===== config.mk =====
export PLATFORM = sky130hd
export DESIGN_NAME = multi_layer_shelf_packer
export DESIGN_NICKNAME = d
export VERILOG_FILES = /design/src/sv/mlsp_pkg.sv /design/src/sv/mlsp_layer_unit.sv /design/src/sv/multi_layer_shelf_packer.sv
export SDC_FILE = /design/constraint.sdc
export NUM_CORES = 1
export LEC_CHECK = 0
export BUFFER_PORTS_ARGS = -buffer_cell sky130_fd_sc_hd__buf_2
export CORE_MARGIN = 4
export CORE_UTILIZATION = 35
export CTS_CLUSTER_SIZE = 24
export DETAILED_ROUTE_END_ITERATION = 16
export HOLD_SLACK_MARGIN = 0.06
export PLACE_DENSITY = 0.54
export SLEW_MARGIN = 20
export SYNTH_ARGS = -nofsm -noshare
export SYNTH_HDL_FRONTEND = slang
export SYNTH_SLANG_ARGS = --single-unit

===== constraint.sdc =====
create_clock -name aclk -period 22.8 [get_ports aclk]
set_clock_uncertainty 0.15 [all_clocks]
set_input_delay 6.84 -clock aclk [delete_from_list [all_inputs] [get_ports aclk]]
set_output_delay 6.84 -clock aclk [all_outputs]
set_load 0.1 [all_outputs]

===== src/sv/mlsp_pkg.sv =====
// Package with the constants and shared types of the multi-layer shelf packer.
package mlsp_pkg;

    localparam int ATLAS_WIDTH  = 2048;
    localparam int ATLAS_HEIGHT = 2048;
    localparam int LAYER_COUNT  = 8;
    localparam int FIRST_LAYER  = 0;

    localparam int COORD_W = 12;
    localparam int YPEN_W  = 13;
    localparam int LAYER_W = 3;
    localparam int SUM_W   = 14;
    localparam int LAYER_DEPTH = 8;

    localparam logic [SUM_W-1:0] ATLAS_W_LIM = SUM_W'(ATLAS_WIDTH);
    localparam logic [SUM_W-1:0] ATLAS_H_LIM = SUM_W'(ATLAS_HEIGHT);
    localparam logic [SUM_W-1:0] Y_PEN_SAT   = SUM_W'(ATLAS_HEIGHT + 1);
    localparam logic [LAYER_W-1:0] FIRST_IDX = LAYER_W'(FIRST_LAYER);
    localparam logic [LAYER_W-1:0] LAST_IDX  = LAYER_W'(LAYER_COUNT - 1);
    localparam bit RANGE_EMPTY = (FIRST_LAYER >= LAYER_COUNT);

    typedef struct packed {
        logic [COORD_W-1:0] x_pen;
        logic [YPEN_W-1:0]  y_pen;
        logic [COORD_W-1:0] tallest;
    } shelf_t;

    typedef struct packed {
        logic               fits;
        shelf_t             shelf;
        logic [COORD_W-1:0] x_at;
        logic [COORD_W-1:0] y_at;
    } try_result_t;

endpackage


===== src/sv/mlsp_layer_unit.sv =====
// Shared unit that tries to place one rectangle into the shelf of one layer.
module mlsp_layer_unit
    import mlsp_pkg::*;
(
    input  shelf_t             shelf_in,
    input  logic [COORD_W-1:0] rect_w,
    input  logic [COORD_W-1:0] rect_h,
    output try_result_t        result
);

    logic [SUM_W-1:0]   x_sum;
    logic               overflow;
    logic [SUM_W-1:0]   ny;
    logic [SUM_W-1:0]   ny_sat;
    logic [YPEN_W-1:0]  y_eff;
    logic [COORD_W-1:0] x_eff;
    logic [COORD_W-1:0] t_eff;
    logic [SUM_W-1:0]   y_sum;
    logic [SUM_W-1:0]   x_adv;

    always_comb begin
        x_sum    = SUM_W'(shelf_in.x_pen) + SUM_W'(rect_w);
        overflow = x_sum > ATLAS_W_LIM;
        ny       = SUM_W'(shelf_in.y_pen) + SUM_W'(shelf_in.tallest) + SUM_W'(1);
        ny_sat   = (ny > Y_PEN_SAT) ? Y_PEN_SAT : ny;
        y_eff    = overflow ? ny_sat[YPEN_W-1:0] : shelf_in.y_pen;
        x_eff    = overflow ? '0 : shelf_in.x_pen;
        t_eff    = overflow ? '0 : shelf_in.tallest;
        y_sum    = SUM_W'(y_eff) + SUM_W'(rect_h);
        x_adv    = SUM_W'(x_eff) + SUM_W'(rect_w) + SUM_W'(1);

        result.fits          = y_sum <= ATLAS_H_LIM;
        result.x_at          = x_eff;
        result.y_at          = y_eff[COORD_W-1:0];
        result.shelf.y_pen   = y_eff;
        result.shelf.x_pen   = x_eff;
        result.shelf.tallest = t_eff;
        if (result.fits) begin
            result.shelf.x_pen   = x_adv[COORD_W-1:0];
            result.shelf.tallest = (rect_h > t_eff) ? rect_h : t_eff;
        end
    end

endmodule


===== src/sv/multi_layer_shelf_packer.sv =====
// Top level of the multi-layer shelf packer: sequencer and per-layer shelf state.
//
// A request on the s_ channel carries a rectangle's width and height. The block
// tries the layers in order, one layer per clock cycle through a shared try unit,
// and returns one result on the m_ channel: a placed flag, the layer and the
// x,y offset, with zeros when no layer takes the rectangle.
// s_ready is high only while the block is idle. After a request is accepted the
// block tries the layers in turn, from 1 up to the layer count (8) of them, and
// then presents the result; a rectangle wider than the atlas is answered without
// trying a layer. The result then waits in the output register, with m_valid
// high, until m_ready is seen; a stalled receiver holds the block, and the next
// request can be taken in the cycle after the result is delivered. The block thus
// takes no new request before the last result has been delivered.
// A synchronous active-low reset on aresetn empties every layer (all pens and
// shelf heights at zero) and drops any result in flight.
module multi_layer_shelf_packer
    import mlsp_pkg::*;
(
    input  logic               aclk,
    input  logic               aresetn,
    input  logic               s_valid,
    output logic               s_ready,
    input  logic [COORD_W-1:0] s_rect_width,
    input  logic [COORD_W-1:0] s_rect_height,
    output logic               m_valid,
    input  logic               m_ready,
    output logic               m_placed,
    output logic [LAYER_W-1:0] m_layer_index,
    output logic [COORD_W-1:0] m_x_offset,
    output logic [COORD_W-1:0] m_y_offset
);

    typedef enum logic [2:0] {
        ST_IDLE = 3'b001,
        ST_RUN  = 3'b010,
        ST_DONE = 3'b100
    } state_t;

    state_t             state_reg, state_next;
    logic [LAYER_W-1:0] layer_reg, layer_next;
    logic [COORD_W-1:0] w_reg, w_next;
    logic [COORD_W-1:0] h_reg, h_next;
    shelf_t             shelf_reg [LAYER_DEPTH];
    shelf_t             shelf_next [LAYER_DEPTH];
    logic               placed_reg, placed_next;
    logic [LAYER_W-1:0] out_layer_reg, out_layer_next;
    logic [COORD_W-1:0] out_x_reg, out_x_next;
    logic [COORD_W-1:0] out_y_reg, out_y_next;
    try_result_t        try_res;

    mlsp_layer_unit u_layer_unit (
        .shelf_in (shelf_reg[layer_reg]),
        .rect_w   (w_reg),
        .rect_h   (h_reg),
        .result   (try_res)
    );

    always_comb begin
        state_next     = state_reg;
        layer_next     = layer_reg;
        w_next         = w_reg;
        h_next         = h_reg;
        shelf_next     = shelf_reg;
        placed_next    = placed_reg;
        out_layer_next = out_layer_reg;
        out_x_next     = out_x_reg;
        out_y_next     = out_y_reg;
        unique case (state_reg)
            ST_IDLE: begin
                if (s_valid) begin
                    w_next         = s_rect_width;
                    h_next         = s_rect_height;
                    layer_next     = FIRST_IDX;
                    placed_next    = 1'b0;
                    out_layer_next = '0;
                    out_x_next     = '0;
                    out_y_next     = '0;
                    if (RANGE_EMPTY || ({2'b00, s_rect_width} > ATLAS_W_LIM)) begin
                        state_next = ST_DONE;
                    end else begin
                        state_next = ST_RUN;
                    end
                end
            end
            ST_RUN: begin
                shelf_next[layer_reg] = try_res.shelf;
                if (try_res.fits) begin
                    placed_next    = 1'b1;
                    out_layer_next = layer_reg;
                    out_x_next     = try_res.x_at;
                    out_y_next     = try_res.y_at;
                    state_next     = ST_DONE;
                end else if (layer_reg == LAST_IDX) begin
                    state_next = ST_DONE;
                end else begin
                    layer_next = layer_reg + LAYER_W'(1);
                end
            end
            ST_DONE: begin
                if (m_ready) begin
                    state_next = ST_IDLE;
                end
            end
            default: begin
                state_next = ST_IDLE;
            end
        endcase
    end

    always_ff @(posedge aclk) begin
        if (!aresetn) begin
            state_reg <= ST_IDLE;
            layer_reg <= '0;
            for (int i = 0; i < LAYER_DEPTH; i++) begin
                shelf_reg[i] <= '0;
            end
        end else begin
            state_reg <= state_next;
            layer_reg <= layer_next;
            shelf_reg <= shelf_next;
        end
    end

    always_ff @(posedge aclk) begin
        w_reg         <= w_next;
        h_reg         <= h_next;
        placed_reg    <= placed_next;
        out_layer_reg <= out_layer_next;
        out_x_reg     <= out_x_next;
        out_y_reg     <= out_y_next;
    end

    assign s_ready       = (state_reg == ST_IDLE);
    assign m_valid       = (state_reg == ST_DONE);
    assign m_placed      = placed_reg;
    assign m_layer_index = out_layer_reg;
    assign m_x_offset    = out_x_reg;
    assign m_y_offset    = out_y_reg;

endmodule


# Word level (Yosys, flattened, before mapping)
# Cells that the tools add are included.
[op_classes] n_addsub=7 multipliers=0 div=0 order_cmp=7 n_eq_ne=10 n_shift=0 n_mux=33 bitwise_logic=1 reduce_logical=6
[ops] operator="$bwmux W296" n=1
[ops] operator="$bmux W37 S3" n=1
[ops] operator="$demux W37 S3" n=1
[ops] operator="$mux W37" n=3
[ops] operator="$mux W12" n=8
[ops] operator="$pmux W12 S2" n=2
[ops] operator="$add A13 B12 Y14" n=2
[ops] operator="$gt A14 B12 Y1 const B" n=2
[ops] operator="$mux W3" n=9
[ops] operator="$mux W13" n=2
[ops] operator="$add A14 B1 Y14 const B" n=1
[ops] operator="$le A14 B12 Y1 const B" n=1
[ops] operator="$add A12 B12 Y13" n=1
[ops] operator="$add A12 B1 Y12 const B" n=1
[ops] operator="$add A12 B12 Y12" n=1
[ops] operator="$gt A12 B12 Y1" n=1
[ops] operator="$gt A12 B12 Y1 const B" n=1
[ops] operator="$pmux W3 S2" n=2
[ops] operator="$pmux W3 S3" n=1
[ops] operator="$ne A2 B2 Y1 const B" n=4
[ops] operator="$eq A3 B3 Y1 const B" n=2
[ops] operator="$reduce_and A3 Y1" n=2
[ops] operator="$ge A4 B4 Y1 const B" n=1
[ops] operator="$lt A4 B1 Y1 const B" n=1
[ops] operator="12 further kinds" n=13
[totals] ff_bits=354 latchBits=0 ramBits=0 mem_bits_ro=0 inputBits=28 out_inout_bits=30 n_memories=0

# Logic depth before layout (Yosys ltp)
[logic_depth] depth_word=13 mapped_depth=33

# Modules after synthesis
# A second synthesis with hierarchy kept.
[hier_totals] hier_cells=2003 hier_area_um2=17878.4
[by_module_without_submodules] mod="multi_layer_shelf_packer" instances=1 cells_per_inst=1588 area_each_um2=14722.9 seq_area_each_um2=7607.3
[by_module_without_submodules] mod="mlsp_layer_unit" instances=1 cells_per_inst=415 area_each_um2=3155.5 seq_area_each_um2=0.0

# Worst setup path before layout
# No wires, ideal clock.
[synth_timing] kind="flip-flop to output port" start="reg state_reg[0]" end="out s_ready" arrival_ps=2679 path_slack_ps=13131 path_stages_with_launch=2 path_buffers=0 cell_sequence="dfxtp_1 -> nor3b_1"
[synth_between] elab_chain_len=1
[synth_rtl] item="start, declared" line_no="multi_layer_shelf_packer.sv:39" source="state_t state_reg, state_next;"
[synth_rtl] item="start signal, assigned" line_no="multi_layer_shelf_packer.sv:118" source="state_reg <= state_next;"
[synth_rtl] item="$eq A3 B1 Y1" line_no="multi_layer_shelf_packer.sv:133" source="assign s_ready = (state_reg == ST_IDLE);"
[synth_rtl] item="end, declared" line_no="multi_layer_shelf_packer.sv:22" source="output logic s_ready,"
# No other way between the ends.

==> results.yml <==
flow_run:
  drv_cap: 0
drt:
  viasPerCell: 5.54
  firstDrtPassIters: 5
  route.vias.total: 13531
  dr.first_iter.drc_count: 1235
  wl_per_cell_um: 19.7
  drt.antenna.violating_nets: 0
  wl_mm: 48.1
  route.detailed.drc: 0
cells_and_area:
  area_growth_pct: 12.7
  antenna-diode-count: 0
  fill_cells: 4689
  drive_above_1_share_pct: 16.8
  final_nets: 1838
  multiInputGateArea_um2: 8960
  final_common_cell: "dfxtp_1"
  layoutNonFillerInstCount: 2441
  layout_common_cells: "299 x dfxtp_1, 275 x a21oi_1, 274 x o21ai_0"
  largest_register_ffs: 296
  regArea_um2: 7620
clock_network:
  htree_levels: 2
  clk_latency_ns: 0.56
  cts_tree: "done"
  cts-resized-gates: 0
  clk_path_buf_depth: 3
  cts.clk_slew.worst_paths_ns: 0.06
  cts_buffers: 41
  cts_setup_buffers: 0
  cts_sinks: 354
  ctsHoldBuffers: 0
  root_buffer: "clkbuf_16"
logic_synthesis:
  syn_nets: 1844
  synthTopCellsByArea: "dfxtp_1 35%, mux4_2 9.7%, edfxtp_1 9.1%"
  syn_inst: 1751
  postSynth.asyncResetShare_pct: 0
  ys_seq_elements: 354
  syn_area_um2: 17200
  avgSynthCellArea_um2: 9.84
  synth-edff-count: 52
  ys_seq_area_share_pct: 44.2
  ys.flop_type: "dfxtp_1"
  synth_top_cell_by_area: "dfxtp_1"
  ys_warn_count: 0
  yosys.area.top_type_share_pct: 35.1
  ys_types: 82
timing:
  tns_ns: 0
  max_freq_mhz: 102
  holdWs_ns: 0.316
  fin_ws_ns: 12.98
  final-hold-violation-count: 0
  period_needed_ns: 9.82
  slew_headroom_pct: 21.4
  rsz0062_at_grt: "no"
  worstMarginPinSlew_ns: 1.17
  setup_viol: 0
  fin_crit_sh_pct: 43.1
  slew_violations: 0
floorplanning:
  rows: 81
  core_um2: 48700
  die_x_um: 230
  start_util_pct: 35.3
  io_pins: 58
  die-area_um2: 52800
  die_h_um: 230
placed_design:
  detailed_place_hpwl_mm: 30.0
  routabilityCongestion: 0.885
  io_buffers: 57
  pre_cts_ws_ns: 12.99
  dp.cells: 2366
setup_path:
  path_class: "register to register"
  cp_max_fo: 42
  reg2reg_setup_slack_ns: 12.98
  crit_top_cell: "mux2i_1"
  cp-endpoint: "shelf_reg[177]$_SDFFE_PN0P_"
  rr_endpoint: "shelf_reg[177]$_SDFFE_PN0P_"
  arrival_ns: 10.07
  cp_slowest_cell: "dfxtp_4"
  crit_start: "layer_reg[0]$_SDFFE_PN0P_"
  rr_worst_depth: 26
  reg2reg_from: "layer_reg[0]$_SDFFE_PN0P_"
  start_kind: "register"
  cp.required_ns: 23.05
  critical-path-max-stage-delay_ns: 0.86
  crit_path_end_kind: "register"
hold_path:
  hp-class: "register to register"
  hold_depth: 2
  hold_start: "shelf_reg[171]$_SDFFE_PN0P_"
outcome:
  status: "finished clean"
grt:
  overflow: 0
  grt_pass1_vias: 13058
  antenna_found_initial: 0
  grt_max_degree: 171
  grt_usage_pct: 17.7
  grt_pass1_wl_mm: 75.4
power_and_ir_drop:
  power_per_cell_area_nw_per_um2: 76.7
  finalPower_w: 0.00149
  leakagePower_nw: 7.45
  max-vdd-ir-drop_mv: 0.0464
through the flow:
stage | area (um^2) | utilization (%)
floorplan | 17200 | -
global placement | 18100 | 37.1
detailed placement | 18100 | 37.1
CTS | 19400 | 39.8
global route | 19400 | 39.8
finish | 19400 | 39.8
power breakdown:
group | internal (W) | total (W) | switching (W)
clock | 0.000390 | 0.000655 | 0.000265
combinational | 0.0000517 | 0.000180 | 0.000129
sequential | 0.000646 | 0.000654 | 0.00000861
total | 0.00109 | 0.00149 | 0.000402
layer usage:
metal	part of all wire (%)	global-route usage [%]	wire (um)
met4	2.3	5.33	1100
met3	4.1	2.45	1970
met1	47	24.9	22800
met2	46	28.6	22300
met5	0	0	0
synthesized netlist by cell type, drive strengths merged (13+ instances only):
cell / n
nand3: 16
clkbuf: 112
nand2b: 13
nor2: 81
ha: 61
buf: 21
o22ai: 18
mux2i: 27
o21ai: 275
dfxtp: 302
a21o: 19
nand2: 63
mux2: 47
edfxtp: 52
and2: 22
mux4: 74
nor3: 14
a31oi: 17
and3: 17
a21oi: 283
a211oi: 19
inv: 50
cells by family (layout without fill, tap and decap cells):
group	after synthesis	in the layout	synth area share, %
AOI/OAI and AO/OA	700	700	23.0
xor gates and xnor gates	21	21	1.07
adders and majority gates	65	65	4.90
buffers and inverters	183	209	4.18
DFF	354	354	44.2
muxes	148	148	14.6
and+or+nand+nor	280	280	8.09
critical path, delay by kind of cell, from the launching register on:
family | cells | cell delay, ns
flops | 1 | 0.86
simple gates | 1 | 0.11
fa+ha+maj | 3 | 0.91
buf+inv | 4 | 1.32
compound gates | 14 | 4.24
mux | 4 | 2.03
worst min path at each step:
stage	end
floorplan	shelf_reg[123]$_SDFFE_PN0P_
global placement	shelf_reg[234]$_SDFFE_PN0P_
detailed placement	shelf_reg[171]$_SDFFE_PN0P_
CTS	shelf_reg[171]$_SDFFE_PN0P_
global route	shelf_reg[160]$_SDFFE_PN0P_
finish	shelf_reg[171]$_SDFFE_PN0P_
layout make-up:
cell class / instances / area share, %
multi-input combinational: 1214 / 46.1
timing repair buffer: 84 / 2.55
clock inverter: 10 / 0.567
clock buffer: 65 / 6.28
inverter: 50 / 0.967
sequential: 354 / 39.2
tap: 664 / 4.28
Note: power is estimated with default switching activity, not from simulation.
